**config.mk**
```make
export PLATFORM = sky130hd
export DESIGN_NAME = cbq_seq
export DESIGN_NICKNAME = d
export VERILOG_FILES = /design/src/hdl/cbq_pkg.sv /design/src/hdl/cbq_seq.sv
export SDC_FILE = /design/constraint.sdc
export NUM_CORES = 1
export LEC_CHECK = 0
export BUFFER_PORTS_ARGS = -buffer_cell sky130_fd_sc_hd__buf_2
export CELL_PAD_IN_SITES_DETAIL_PLACEMENT = 1
export CELL_PAD_IN_SITES_GLOBAL_PLACEMENT = 1
export CORE_MARGIN = 4
export CORE_UTILIZATION = 25
export CTS_CLUSTER_DIAMETER = 40
export CTS_CLUSTER_SIZE = 16
export DETAILED_ROUTE_END_ITERATION = 6
export PLACE_DENSITY_LB_ADDON = 0.05
export SLEW_MARGIN = 20
export SYNTH_ARGS = -nofsm -noshare
export SYNTH_HDL_FRONTEND = slang
export SYNTH_SLANG_ARGS = --single-unit
```
**constraint.sdc**
```tcl
create_clock -name i_clk -period 5.19 [get_ports i_clk]
set_input_delay 0.2595 -clock i_clk [delete_from_list [all_inputs] [get_ports i_clk]]
set_output_delay 0.2595 -clock i_clk [all_outputs]
set_load 0.005 [all_outputs]
```
**src/hdl/cbq_pkg.sv**
```systemverilog
`timescale 1ns / 1ps

package cbq_pkg;

    localparam int NUM_STAGES_DEF = 10;

    // fixed-point scaling
    localparam int WORD_SHIFT  = 16;
    localparam int POST_SHIFT  = 3;
    localparam int EXTRA_SHIFT = 1;
    localparam int ACC_SHIFT   = POST_SHIFT + EXTRA_SHIFT;

    localparam int COEF_PER_STAGE = 5;
    localparam int HIST_PER_STAGE = 8;

    // function codes of an input transaction
    typedef enum logic [1:0] {
        FUNC_PROC  = 2'd0,
        FUNC_WCOEF = 2'd1,
        FUNC_CLEAR = 2'd2
    } t_func;

    // coefficient position inside a stage
    localparam logic [2:0] POS_B0 = 3'd0;
    localparam logic [2:0] POS_B1 = 3'd1;
    localparam logic [2:0] POS_B2 = 3'd2;
    localparam logic [2:0] POS_A1 = 3'd3;
    localparam logic [2:0] POS_A2 = 3'd4;

    // history word position inside a stage/channel group
    localparam logic [1:0] HPOS_X1 = 2'd0;
    localparam logic [1:0] HPOS_X2 = 2'd1;
    localparam logic [1:0] HPOS_Y1 = 2'd2;
    localparam logic [1:0] HPOS_Y2 = 2'd3;

    typedef enum logic {
        BSEL_X,
        BSEL_HIST
    } t_bsel;

    typedef enum logic [1:0] {
        ACC_HOLD,
        ACC_LOAD,
        ACC_ADD
    } t_acc_op;

    typedef enum logic [1:0] {
        WSEL_X1,
        WSEL_XW,
        WSEL_Y1,
        WSEL_ACC
    } t_wsel;

    typedef struct packed {
        logic [1:0]          func;
        logic                channel;
        logic signed [15:0]  sample;
        logic [5:0]          coeff_index;
        logic signed [31:0]  coeff_value;
    } t_in;

    typedef struct packed {
        logic signed [15:0]  sample_out;
        logic                channel_out;
    } t_out;

    // one microcode word
    typedef struct packed {
        logic        coef_rd;
        logic [2:0]  coef_pos;
        logic        coef_next;   // read b0 of the following stage
        logic        hist_rd;
        logic [1:0]  hist_rpos;
        logic        mul_en;
        t_bsel       bsel;
        t_acc_op     acc_op;
        logic        cap_x1;
        logic        cap_y1;
        logic        hist_wr;
        logic [1:0]  hist_wpos;
        t_wsel       wsel;
        logic        stage_end;   // conditional jump: next stage or finish
    } t_uword;

    // sequencer to datapath
    typedef struct packed {
        logic   start;
        logic   run;
        logic   last;
        t_uword uw;
    } t_ctrl;

    localparam logic [2:0] STEP_FIRST = 3'd0;
    localparam logic [2:0] STEP_LOOP  = 3'd1;

    function automatic t_uword uc_rom(input logic [2:0] step);
        t_uword w;
        w = '0;
        w.bsel   = BSEL_HIST;
        w.acc_op = ACC_HOLD;
        w.wsel   = WSEL_X1;
        case (step)
            3'd0: begin
                w.coef_rd = 1'b1; w.coef_pos = POS_B0;
            end
            3'd1: begin
                w.coef_rd = 1'b1; w.coef_pos = POS_B1;
                w.hist_rd = 1'b1; w.hist_rpos = HPOS_X1;
                w.mul_en = 1'b1; w.bsel = BSEL_X;
            end
            3'd2: begin
                w.coef_rd = 1'b1; w.coef_pos = POS_B2;
                w.hist_rd = 1'b1; w.hist_rpos = HPOS_X2;
                w.mul_en = 1'b1; w.acc_op = ACC_LOAD;
                w.cap_x1 = 1'b1;
            end
            3'd3: begin
                w.coef_rd = 1'b1; w.coef_pos = POS_A1;
                w.hist_rd = 1'b1; w.hist_rpos = HPOS_Y1;
                w.mul_en = 1'b1; w.acc_op = ACC_ADD;
                w.hist_wr = 1'b1; w.hist_wpos = HPOS_X2; w.wsel = WSEL_X1;
            end
            3'd4: begin
                w.coef_rd = 1'b1; w.coef_pos = POS_A2;
                w.hist_rd = 1'b1; w.hist_rpos = HPOS_Y2;
                w.mul_en = 1'b1; w.acc_op = ACC_ADD;
                w.hist_wr = 1'b1; w.hist_wpos = HPOS_X1; w.wsel = WSEL_XW;
                w.cap_y1 = 1'b1;
            end
            3'd5: begin
                w.mul_en = 1'b1; w.acc_op = ACC_ADD;
                w.hist_wr = 1'b1; w.hist_wpos = HPOS_Y2; w.wsel = WSEL_Y1;
            end
            3'd6: begin
                w.acc_op = ACC_ADD;
            end
            3'd7: begin
                w.hist_wr = 1'b1; w.hist_wpos = HPOS_Y1; w.wsel = WSEL_ACC;
                w.coef_rd = 1'b1; w.coef_pos = POS_B0; w.coef_next = 1'b1;
                w.stage_end = 1'b1;
            end
            default: begin
                w = '0;
            end
        endcase
        return w;
    endfunction

endpackage

```
**src/hdl/cbq_seq.sv**
```systemverilog
`timescale 1ns / 1ps

module cbq_seq import cbq_pkg::*; #(
    parameter int NUM_STAGES = NUM_STAGES_DEF
) (
    input  logic                                  i_clk,
    input  logic                                  i_rst_n,
    input  logic                                  i_start,
    input  logic                                  i_out_free,
    output t_ctrl                                 o_ctrl,
    output logic [(NUM_STAGES > 1 ? $clog2(NUM_STAGES) : 1)-1:0] o_stage,
    output logic                                  o_busy,
    output logic                                  o_done
);

    localparam int SW = NUM_STAGES > 1 ? $clog2(NUM_STAGES) : 1;

    logic          r_busy;
    logic [2:0]    r_step;
    logic [SW-1:0] r_stage;
    t_uword        w_uw;
    logic          w_last;
    logic          w_hold;

    assign w_uw   = uc_rom(r_step);
    assign w_last = (r_stage == SW'(NUM_STAGES - 1));
    // final step waits for the output register to drain
    assign w_hold = r_busy && w_uw.stage_end && w_last && !i_out_free;

    always_ff @(posedge i_clk) begin
        if (!i_rst_n) begin
            r_busy  <= 1'b0;
            r_step  <= STEP_FIRST;
            r_stage <= '0;
        end else if (i_start) begin
            r_busy  <= 1'b1;
            r_step  <= STEP_FIRST;
            r_stage <= '0;
        end else if (r_busy && !w_hold) begin
            if (w_uw.stage_end) begin
                if (w_last) begin
                    r_busy  <= 1'b0;
                    r_step  <= STEP_FIRST;
                    r_stage <= '0;
                end else begin
                    r_stage <= r_stage + 1'b1;
                    r_step  <= STEP_LOOP;
                end
            end else begin
                r_step <= r_step + 1'b1;
            end
        end
    end

    assign o_ctrl.start = i_start;
    assign o_ctrl.run   = r_busy && !w_hold;
    assign o_ctrl.last  = w_last;
    assign o_ctrl.uw    = w_uw;
    assign o_stage      = r_stage;
    assign o_busy       = r_busy;
    assign o_done       = r_busy && w_uw.stage_end && w_last && i_out_free;

`ifndef SYNTH
    a_idle_step: assert property (@(posedge i_clk) disable iff (!i_rst_n)
        !r_busy |-> (r_step == STEP_FIRST && r_stage == '0))
        else $error("sequencer idle with step or stage not at origin");
    a_done_idle: assert property (@(posedge i_clk) disable iff (!i_rst_n)
        o_done |=> !r_busy)
        else $error("sequencer still busy after finishing");
`endif

endmodule

```
==> results of run 1 <==
[area by class of cell]
| type | count | area (sq um) |
|---|---|---|
| multi-input cells | 62 | 414 |
| repair buffers | 32 | 160 |
| flip-flops and latches | 8 | 160 |
| well taps | 30 | 37.5 |
| fillers | 325 | 1690 |
| inverters | 10 | 38.8 |
| clock buffers | 3 | 22.5 |
[power groups by stage]
stage | registers (uW) | clock network (uW) | logic, uW
2_1_floorplan | 65.2 | 0 | 9.58
3_3_place_gp | 65.5 | 0 | 16.3
3_5_place_dp | 65.5 | 0 | 16.4
4_1_cts | 64.2 | 53.5 | 16.5
5_1_grt | 64.4 | 57.5 | 18.4
6_report | 64.1 | 51.7 | 16.1
[state kept, by name, summed over array words and instances, names as in the netlist]
name	count
o_busy	1
r_step	3
o_stage	4
[worst max-delay path by stage]
stage | start | to | depth (start not counted)
finish | r_step[0]$_SDFFE_PP0P_ | o_ctrl[21] | 5
global route | r_step[0]$_SDFFE_PP0P_ | o_ctrl[21] | 5
CTS | r_step[0]$_SDFFE_PP0P_ | o_ctrl[21] | 5
detailed placement | r_step[0]$_SDFFE_PP0P_ | r_step[2]$_SDFFE_PP0P_ | 5
global placement | r_step[0]$_SDFFE_PP0P_ | r_step[2]$_SDFFE_PP0P_ | 5
floorplan | r_step[0]$_SDFFE_PP0P_ | r_step[2]$_SDFFE_PP0P_ | 6
[cells in the final DEF, fill, tap and decap left out, types with 2 or more instances in the layout]
master,n
inv_1,9
nor3_1,2
o21ai_0,3
nand3_1,2
mux2i_1,2
a21oi_1,7
nand2b_1,5
clkbuf_4,3
nor2_1,8
dfxtp_1,8
o21a_1,2
or3_1,2
nand2_1,10
buf_2,32
ha_1,6
[stage by stage]
step                      utilization, %  instances
final                               33.0        145
after global routing                33.0        145
after CTS                           33.0        145
after detailed placement            32.1        142
after global placement              32.1        142
after floorplan                        -         88
[kinds of logic (layout without fill, tap and decap cells)]
group / count (synthesis) / in the layout / share of synthesized area, %
simple gates: 35 / 35 / 27.4
xor+xnor: 1 / 1 / 1.31
flops: 8 / 8 / 23.9
mux: 3 / 3 / 5.22
compound gates: 17 / 17 / 16.6
fa+ha+maj: 6 / 6 / 11.2
buf+inv: 18 / 45 / 14.4
[metal layers]
layer | wire length (um) | global-route usage, %
met5 | 0 | 0
met2 | 845 | 19.6
met4 | 46 | 6.65
met1 | 778 | 13.0
met3 | 120 | 1.94
==> results.toml, run 1 <==
[status]
outcome = "finished, final reports clean"

[sta]
fin_crit_ns = 2.13
rsz0062_at_grt = "false"
max_freq_ghz = 0.469
layout_setup_ws_ns = 3.06
worst_hold_slack_ns = 0.223
fin_skew_ns = 0.00750
finalSetupViolCount = 0
fin_crit_sh_pct = 41.1
slew_headroom_pct = 68.8
final-hold-violation-count = 0
slew_viol_final = 0
worstMarginPinSlew_ns = 0.468
fin_tns_setup_ns = 0

[pwr]
power_density_nw_per_um2 = 158
power.total_uw = 132
seq_power_share_pct = 48.6
p_clk_share_pct = 39.2
power_frac_comb_pct = 12.2
vdd_drop_max_mv = 0.116
p_sw_share_pct = 26.7
p_leak_uw = 0.000453
cellInternalPower_uw = 96.7
net-switching-power_uw = 35.2

[die]
dieHeight_um = 59.8
coreArea_sq_um = 2520
start_util_pct = 26.6
die-area_sq_um = 3580
dieWidth_um = 59.8
std_cell_rows = 18
ios = 33

[worst_setup_path]
crit_slowest_cell = "ha_1"
crit_type = "reg -> out"
r2r_cells = 5
path_buf_inv = 1
path_delay_family = "adder cells"
worstPathRequired_ns = 4.93
cpMostUsedCell = "ha_1"
ff2ff_setup_slack_ns = 3.30
r2r_start = "r_step[0]$_SDFFE_PP0P_"
cp_slowest_stage_delay_ns = 0.47
reg2reg_to = "r_step[2]$_SDFFE_PP0P_"
crit_path_end_kind = "primary output"
cp-start-kind = "flip-flop"
crit_chain = "ha_1 -> ha_1 -> and2b_1 -> a21oi_4 -> buf_2"
crit_path_max_fanout = 12
worst_ep_arrival_time_ns = 1.87

[drt]
first_iter_violations = 19
wire_per_inst_um = 12.3
drtAntennaViolNets = 0
drc_errors = 0
wirelength_um = 1790
first_pass_iters = 4
viasPerCell = 4.74
vias = 688

[placed_design]
dp_slack_ns = 3.31
placed_area_sq_um = 811
post-dp-hpwl_um = 1430
numPortBuffers = 32
gp_congestion = 0.745

[logic_synthesis]
seq_area_frac_synth_pct = 23.9
synthTopCellsByArea = "dfxtp_1 (24%), ha_1 (11%), buf_4 (7.8%)"
avgSynthCellArea_sq_um = 7.62
synth_most_common_cell = "nand2_1"
yosys_warnings = 0
synth_top_cell_by_area = "dfxtp_1"
async_flop_share_pct = 0
yosysUniqueCellTypes = 29
synth_area_sq_um = 671
synth_cells = 88
syn-num-nets = 98
synth-main-ff-cell = "dfxtp_1"
synth_common_cells = "nand2_1 (10), inv_1 (9), dfxtp_1 (8), nor2_1 (8)"
synth-edff-count = 0
yosys.area.top_type_share_pct = 23.9
synth-seq-cells = 8

[cts]
cts_made_buffers = 3
clock_path_buffers = 2
cts.clk_slew.worst_paths_ns = 0.06
clockRootBuffer = "clkbuf_4"
clk_latency_ns = 0.27
cts_resized = 0
cts_hold_buffers = 0
cts.sinks = 8
cts_setup_buffers = 0
cts_max_level = 1
cts_tree = "built"

[hold_path]
hold_path_class = "in -> reg"
worstHoldPathCells = 2
min_from = "i_rst_n"
holdPathEnd = "o_busy$_SDFFE_PN0P_"

[global_routing]
gr-total-overflow = 0
grt_pass1_wl_um = 3010
grt_pass1_vias = 672
antenna_found_initial = 0
grt_max_degree = 13
grtUsageTotal_pct = 11.4

[cells_and_area]
drive_above_1_share_pct = 35.7
area_delta_synth_final_pct = 24.3
final_nets = 127
diodes = 0
final_area_sq_um = 833

[flow_run]
cap_violations = 0
Power figures use the tool's default switching activity.
==> inputs of run 2 (changes only) <==
==> constraint.sdc (replaced) <==
create_clock -name i_clk -period 2.1 [get_ports i_clk]
set_input_delay 0.105 -clock i_clk [delete_from_list [all_inputs] [get_ports i_clk]]
set_output_delay 0.105 -clock i_clk [all_outputs]
set_load 0.005 [all_outputs]
==> results.toml, run 2 (synthesis gave the netlist of run 1 again) <==
[status]
outcome = "finished, final reports clean"

[die]
coreArea_sq_um = 2520
start_util_pct = 26.6
dieHeight_um = 59.8
ios = 33
die-area_sq_um = 3580
std_cell_rows = 18
dieWidth_um = 59.8

[cells_and_area]
drive_above_1_share_pct = 37.1
nFillCells = 325
finalNonFillerCells = 146
diodes = 0
final_nets = 128
final_common_cell = "buf_2"
final_area_sq_um = 843
largest_reg_flops = 4
mostFrequentLayoutCells = "buf_2 (32), nand2_1 (10), inv_1 (9), nor2_1 (8), dfxtp_1 (8)"
area_delta_synth_final_pct = 25.7

[worst_setup_path]
crit_path_max_fanout = 10
worst_ep_arrival_time_ns = 1.72
cp-start-kind = "flip-flop"
crit_path_end_kind = "primary output"
crit_type = "reg -> out"
worstPathRequired_ns = 2.00
r2r_cells = 5

[sta]
slew_viol_final = 0
worstMarginPinSlew_ns = 0.313
fin_crit_ns = 1.83
final-hold-violation-count = 0
fin_crit_sh_pct = 87.1
fin_skew_ns = 0.00589
max_freq_ghz = 0.547
slew_headroom_pct = 79.1
finalSetupViolCount = 0
rsz0062_at_grt = "false"
fin_tns_setup_ns = 0
worst_hold_slack_ns = 0.0733

[placed_design]
gp_congestion = 0.701
numPortBuffers = 32
place_inst = 143
post-dp-hpwl_um = 1430
placed_area_sq_um = 818

[drt]
drtAntennaViolNets = 0
vias = 666
viasPerCell = 4.56
wire_per_inst_um = 12.1
wirelength_um = 1760
drc_errors = 0
first_pass_iters = 4
first_iter_violations = 15

[cts]
clock_path_buffers = 2
clk_latency_ns = 0.26
cts.clk_slew.worst_paths_ns = 0.05
cts_hold_buffers = 0
cts_max_level = 1
cts_resized = 0
clockRootBuffer = "clkbuf_4"
cts_setup_buffers = 0
cts_tree = "built"
cts.sinks = 8
cts_made_buffers = 3

[pwr]
p_leak_uw = 0.000455
vdd_drop_max_mv = 0.212
power_density_nw_per_um2 = 380

[flow_run]
cap_violations = 0

[global_routing]
grt_pass1_wl_um = 2910
grt_max_degree = 11
antenna_found_initial = 0
gr-total-overflow = 0
grt_pass1_vias = 643
grtUsageTotal_pct = 10.8

[hold_path]
hold_path_class = "in -> reg"
worstHoldPathCells = 2
run 2: per-stage QoR:
step           power, uW  util [%]  setup WS, ns
2_1_floorplan        185         -         0.341
3_3_place_gp         202      32.4         0.375
3_5_place_dp         202      32.4         0.331
4_1_cts              331      33.3         0.175
5_1_grt              341      33.4         0.107
6_report             320      33.4         0.271
run 2: worst paths after layout:
kind | slack, ns | from | end
max reg2reg | 0.41 | r_step[0]$_SDFFE_PP0P_ | r_step[2]$_SDFFE_PP0P_
min reg2reg | 0.53 | o_stage[1]$_SDFFE_PP0P_ | o_stage[1]$_SDFFE_PP0P_
max | 0.27 | r_step[2]$_SDFFE_PP0P_ | o_ctrl[14]
min | 0.07 | i_rst_n | o_busy$_SDFFE_PN0P_
run 2: final cells by class:
class	count	area, sq um	area share (%)
Multi-Input combinational cell	62	417	49.4
Clock buffer	3	22.5	2.67
Inverter	10	38.8	4.60
Tap cell	30	37.5	4.45
Sequential cell	8	160	19.0
Timing Repair Buffer	33	168	19.9
run 2: per-layer routing:
| metal | track usage (%) | part of all wire [%] |
|---|---|---|
| met4 | 5.70 | 0.96 |
| met3 | 2.38 | 7.7 |
| met5 | 0 | 0 |
| met1 | 13.5 | 45 |
| met2 | 17.0 | 46 |
run 2: worst max-delay path, stage by stage, from the launching register on:
cell and delay, ns:
dfxtp_1 0.50, inv_1 0.16, ha_1 0.27, nand2b_1 0.16, or2_2 0.26, buf_2 0.13
run 2: report_power, final:
group / internal, uW / switching (uW) / total, uW
logic: 18.5 / 20.5 / 39.0
clock network: 65.7 / 56.9 / 123
registers: 154 / 4.39 / 159
total: 239 / 81.9 / 320
